===== src/rtl/dtr_pkg.sv =====
`timescale 1ns / 1ps
`default_nettype none
// ----------------------------------------------------------------------------
// Depth-tested rasterizer package
// Shared screen constants, field types and the divider request/response.
// ----------------------------------------------------------------------------
package dtr_pkg;

    localparam int SCREEN_WIDTH  = 320;
    localparam int SCREEN_HEIGHT = 240;
    localparam int NPIX          = SCREEN_WIDTH * SCREEN_HEIGHT;
    localparam int ADDR_W        = $clog2(NPIX);
    localparam int DEPTH_W       = 32;
    localparam int COL_W         = 24;
    localparam int CNT_W         = 16;
    localparam int NUM_W         = 48;
    localparam int DEN_W         = 24;
    localparam int MUL_W         = 27;

    typedef enum logic [1:0] {
        REQ_DRAW  = 2'd0,
        REQ_CLEAR = 2'd1,
        REQ_READ  = 2'd2,
        REQ_NOP   = 2'd3
    } t_req;

    typedef logic signed [15:0]        t_pos;
    typedef logic signed [16:0]        t_dlt;
    typedef logic signed [17:0]        t_crd;
    typedef logic signed [25:0]        t_z;
    typedef logic signed [MUL_W-1:0]   t_mul;
    typedef logic signed [2*MUL_W-1:0] t_prod;
    typedef logic [ADDR_W-1:0]         t_addr;
    typedef logic signed [NUM_W-1:0]   t_num;
    typedef logic [DEN_W-1:0]          t_den;

    typedef struct packed {
        logic start;
        logic round;
        t_num num;
        t_den den;
    } t_div_req;

    typedef struct packed {
        logic done;
        t_num quo;
    } t_div_rsp;

endpackage
`default_nettype wire


===== src/rtl/dtr_div.sv =====
`timescale 1ns / 1ps
`default_nettype none
// ----------------------------------------------------------------------------
// Iterative divider
// Signed numerator over positive denominator, one quotient bit per cycle,
// truncating toward zero or rounding halves away from zero.
// ----------------------------------------------------------------------------
module dtr_div (
    input  logic              i_clk,
    input  logic              i_rst_n,
    input  dtr_pkg::t_div_req i_req,
    output dtr_pkg::t_div_rsp o_rsp
);
    import dtr_pkg::*;

    localparam int DVD_W = NUM_W + 1;
    localparam int DVS_W = DEN_W + 1;
    localparam int CW    = $clog2(DVD_W);

    logic [DVD_W-1:0] r_dvd;
    logic [DVS_W-1:0] r_dvs;
    logic [DVS_W-1:0] r_rem;
    logic             r_neg;
    logic             r_busy;
    logic             r_done;
    logic [CW-1:0]    r_cnt;

    logic [NUM_W-1:0] mag;
    logic [DVD_W-1:0] n_dvd;
    logic [DVS_W:0]   trial;
    logic             fits;

    always_comb begin
        mag   = i_req.num[NUM_W-1] ? NUM_W'(-i_req.num) : NUM_W'(i_req.num);
        n_dvd = i_req.round ? ({mag, 1'b0} + DVD_W'(i_req.den)) : DVD_W'(mag);
        trial = {r_rem, r_dvd[DVD_W-1]};
        fits  = trial >= {1'b0, r_dvs};
    end

    always_ff @(posedge i_clk) begin
        if (!i_rst_n) begin
            r_busy <= 1'b0;
            r_done <= 1'b0;
            r_cnt  <= '0;
        end else begin
            r_done <= 1'b0;
            if (i_req.start) begin
                r_dvd  <= n_dvd;
                r_dvs  <= i_req.round ? {i_req.den, 1'b0} : {1'b0, i_req.den};
                r_rem  <= '0;
                r_neg  <= i_req.num[NUM_W-1];
                r_busy <= 1'b1;
                r_cnt  <= '0;
            end else if (r_busy) begin
                r_rem <= fits ? DVS_W'(trial - {1'b0, r_dvs}) : DVS_W'(trial);
                r_dvd <= {r_dvd[DVD_W-2:0], fits};
                r_cnt <= r_cnt + 1'b1;
                if (r_cnt == CW'(DVD_W - 1)) begin
                    r_busy <= 1'b0;
                    r_done <= 1'b1;
                end
            end
        end
    end

    assign o_rsp.done = r_done;
    assign o_rsp.quo  = r_neg ? t_num'(-r_dvd[NUM_W-1:0]) : t_num'(r_dvd[NUM_W-1:0]);

endmodule
`default_nettype wire


===== config.mk =====
export PLATFORM = sky130hd
export DESIGN_NAME = dtr_div
export DESIGN_NICKNAME = d
export VERILOG_FILES = /design/src/rtl/dtr_pkg.sv /design/src/rtl/dtr_div.sv
export SDC_FILE = /design/constraint.sdc
export NUM_CORES = 1
export LEC_CHECK = 0
export BUFFER_PORTS_ARGS = -buffer_cell sky130_fd_sc_hd__buf_2
export CAP_MARGIN = 20
export CORE_MARGIN = 2
export CORE_UTILIZATION = 55
export DETAILED_ROUTE_END_ITERATION = 8
export GPL_TIMING_DRIVEN = 1
export PLACE_DENSITY = 0.75
export SLEW_MARGIN = 20
export SYNTH_ARGS = -nofsm -noshare
export SYNTH_HDL_FRONTEND = slang
export SYNTH_SLANG_ARGS = --single-unit
export TNS_END_PERCENT = 1

===== constraint.sdc =====
create_clock -name i_clk -period 8.2 [get_ports i_clk]
set_clock_uncertainty 0.05 [all_clocks]
set_input_delay 0.82 -clock i_clk [delete_from_list [all_inputs] [get_ports i_clk]]
set_output_delay 0.82 -clock i_clk [all_outputs]
set_load 0.05 [all_outputs]

==> impl_metrics.py <==
metrics = {
    "yosys": {
        "synth-edff-count": 100,
        "ys_ff_latch": 108,
        "yosysWarningCount": 0,
        "avgSynthCellArea_um2": 8.48,
        "synth.cell_area_um2": 10500,
        "synth.area.mux_share_pct": 3.79,
        "synth_fa_ha_area_share_pct": 7.27,
        "count_of_distinct_cell_types_in_the_synthesized_netlist": 82,
        "seq_area_frac_synth_pct": 30.0,
        "combinational_family_with_the_most_area_after_synthesis": "compound AO/OA/AOI/OAI gates",
        "ys.flop_type": "edfxtp_1",
        "synth_fp_nets": 1377,
        "synth-xor-area-share_pct": 11.4,
        "synth-compound-area-share_pct": 21.8,
        "synth_cells": 1241,
        "synth_simple_gate_area_share_pct": 21.3,
        "ys_async_sr_fraction_pct": 0,
    },
    "cells_and_area": {
        "seq_area_um2": 3160,
        "num-nets-final": 1460,
        "n_fill_cell": 1708,
        "synthToLayoutAreaGrowth_pct": 10.4,
        "insertedDiodeCount": 0,
        "area_taken_by_multi_input_logic_gates_um2": 6910,
        "layout_common_cells": "buf_2 (124), nand2_1 (116), nor2_1 (100), edfxtp_1 (100), xnor2_1 (98)",
        "utilization_pct": 61.9,
        "drive_gt1_share_pct": 14.6,
        "most_common_library_cell_in_the_layout_ignoring_fill_and_taps": "buf_2",
    },
    "critical_path": {
        "timing.critical_path.from_type": "flop",
        "r2r_slack_ns": 4.00,
        "timing.rr.start": "r_dvd[48]",
        "worstPathArrival_ns": 4.49,
        "critical_path_required_ns": 7.33,
        "critical_path_start_end_classification": "flop to output port",
        "worst_reg2reg_path_depth": 12,
        "critical_path.endpoint_type": "output port",
        "crit_fanout": 7,
        "timing.rr.end": "r_rem[14]",
    },
    "cts": {
        "cts.path.max_buffers": 2,
        "tritoncts_clock_tree": "yes",
        "worst_setup_hold_path_clk_slew_ns": 0.07,
        "clock_latency_ns": 0.36,
        "clockRootBuffer": "clkbuf_16",
        "htree_num_levels": 3,
        "cts_setup_buffers": 0,
        "post_cts_resize_count": 0,
        "cts.sink_count": 108,
        "tritoncts.num_buffers": 9,
        "cts_hold_buf": 0,
    },
    "grt": {
        "grt_pass1_vias": 9131,
        "first_pass_grt_wire_length_um": 48100,
        "initial_antenna_violation_count": 0,
        "grt_remaining_overflow": 0,
        "grt_start_max_net_pins": 94,
        "global_route_usage_sum_pct": 30.0,
    },
    "pwr": {
        "power_per_cell_area_nw_per_um2": 176,
        "ir_worst_vdd_mv": 0.103,
        "power.leakage_nw": 4.43,
    },
    "hold_path": {
        "hold_path_class": "flop to flop",
        "hold_end": "r_cnt[5]",
        "hold_path_origin": "r_cnt[5]",
        "hold-path-cell-count": 2,
    },
    "sta": {
        "period_needed_ns": 5.36,
        "final.hold.worst_slack_ns": 0.455,
        "setup_violations": 0,
        "min_period_over_period_pct": 65.4,
        "timing.final.max_slew_violations": 0,
        "timing_worst_slew_pin_value_ns": 1.04,
        "final_hold_viol_count": 0,
        "slew_headroom_pct": 30.4,
        "tns_ns": 0,
        "grt_setup_unrepaired": "false",
        "fmax_ghz": 0.186,
    },
    "floorplan": {
        "core_area_um2": 18800,
        "fp.dieArea_um2": 20300,
        "die_width_um": 142,
        "initial_core_util_pct": 56.1,
        "dieHeight_um": 142,
        "pin_count": 125,
        "core.rowCount": 50,
    },
    "place": {
        "dp_hpwl_um": 22700,
        "gpl.final_weighted_congestion": 0.954,
        "numPortBuffers": 124,
    },
    "route": {
        "antenna_left": 0,
        "vias": 9984,
        "first_pass_iters": 5,
        "route.detailed.vias_per_inst": 6.39,
        "routed_wire_length_per_instance_um": 19.2,
        "drt_iter0_drc": 1060,
        "route.final.wire_length_um": 30000,
        "drt_drc_violations_left": 0,
    },
    "outcome": {
        "run_status": "finished clean",
    },
    "run": {
        "maxCapViolCount": 0,
    },
}
[synthesized netlist by cell type, drive strengths merged, types with 19 or more instances]
cell / n / area, µm²
nand2: 116 / 435
edfxtp: 100 / 3000
nor2: 100 / 375
xnor2: 98 / 858
o21ai: 91 / 455
a21oi: 88 / 440
ha: 58 / 726
inv: 57 / 214
clkbuf: 46 / 173
xor2: 39 / 342
nand3: 38 / 190
nor3: 34 / 175
o31ai: 31 / 243
mux2: 23 / 259
or4: 22 / 173
nor4: 20 / 146
or3: 19 / 119
[final cells by class]
cell class | count | area share (%)
multi-input cells | 1016 | 59.5
well taps | 234 | 2.52
inverters | 57 | 1.84
clock inverters | 5 | 1.07
clock buffers | 11 | 2.00
flip-flops and latches | 108 | 27.2
repair buffers | 132 | 5.86
[how the worst max path moves through the flow]
stage | from | endpoint | cells after the start
6_report | r_dvd[3] | o_rsp[37] | 10
5_1_grt | i_req[24] | r_dvd[44] | 18
4_1_cts | r_dvd[4] | o_rsp[37] | 10
3_5_place_dp | i_req[31] | r_dvd[46] | 16
3_3_place_gp | i_req[24] | r_dvd[46] | 18
2_1_floorplan | i_req[71] | r_dvd[46] | 17
[per-stage QoR]
step / area, µm² / worst slack, ns / power, mW / std cells
2_1_floorplan: 10500 / 3.33 / 1.31 / 1241
3_3_place_gp: 11300 / 2.73 / 1.50 / 1547
3_5_place_dp: 11300 / 2.61 / 1.51 / 1547
4_1_cts: 11600 / 2.80 / 2.04 / 1563
5_1_grt: 11600 / 2.56 / 2.15 / 1563
6_report: 11600 / 2.84 / 2.04 / 1563
[critical path, stage by stage (launching register included)]
cell	delay (ns)
edfxtp_1	0.49
or4_1	0.57
nor4_2	0.29
nand3_1	0.18
or4_4	0.46
or3_1	0.33
or4_1	0.46
or4_1	0.61
o41ai_2	0.30
xnor2_1	0.15
buf_2	0.28
[registers in the layout, summed over array words and instances (netlist names)]
| name | flops |
|---|---|
| r_rem | 25 |
| r_busy | 1 |
| r_dvd | 49 |
| r_dvs | 25 |
| r_neg | 1 |
| r_done | 1 |
| r_cnt | 6 |
[power breakdown]
part | switching, mW | total (mW) | internal [mW]
combinational | 0.524 | 0.806 | 0.282
sequential | 0.0413 | 0.706 | 0.665
clock | 0.203 | 0.532 | 0.329
total | 0.768 | 2.04 | 1.28
[routing by layer]
layer | vias to the layer above | wire length (µm) | global-route usage (%)
met4 | 0 | 526 | 7.71
li1 | 4824 | - | -
met3 | 35 | 2390 | 4.51
met1 | 4711 | 14000 | 44.8
met2 | 414 | 13100 | 45.6
met5 | - | 0 | 0
[kinds of logic (layout without fill, tap and decap cells)]
kind of cell / after synthesis / in the layout
AOI/OAI and AO/OA: 347 / 347
xor gates and xnor gates: 137 / 137
adders and majority gates: 60 / 60
buffers and inverters: 117 / 205
DFF: 108 / 108
muxes: 37 / 37
and+or+nand+nor: 435 / 435
Note: power is estimated with default switching activity, not from simulation.
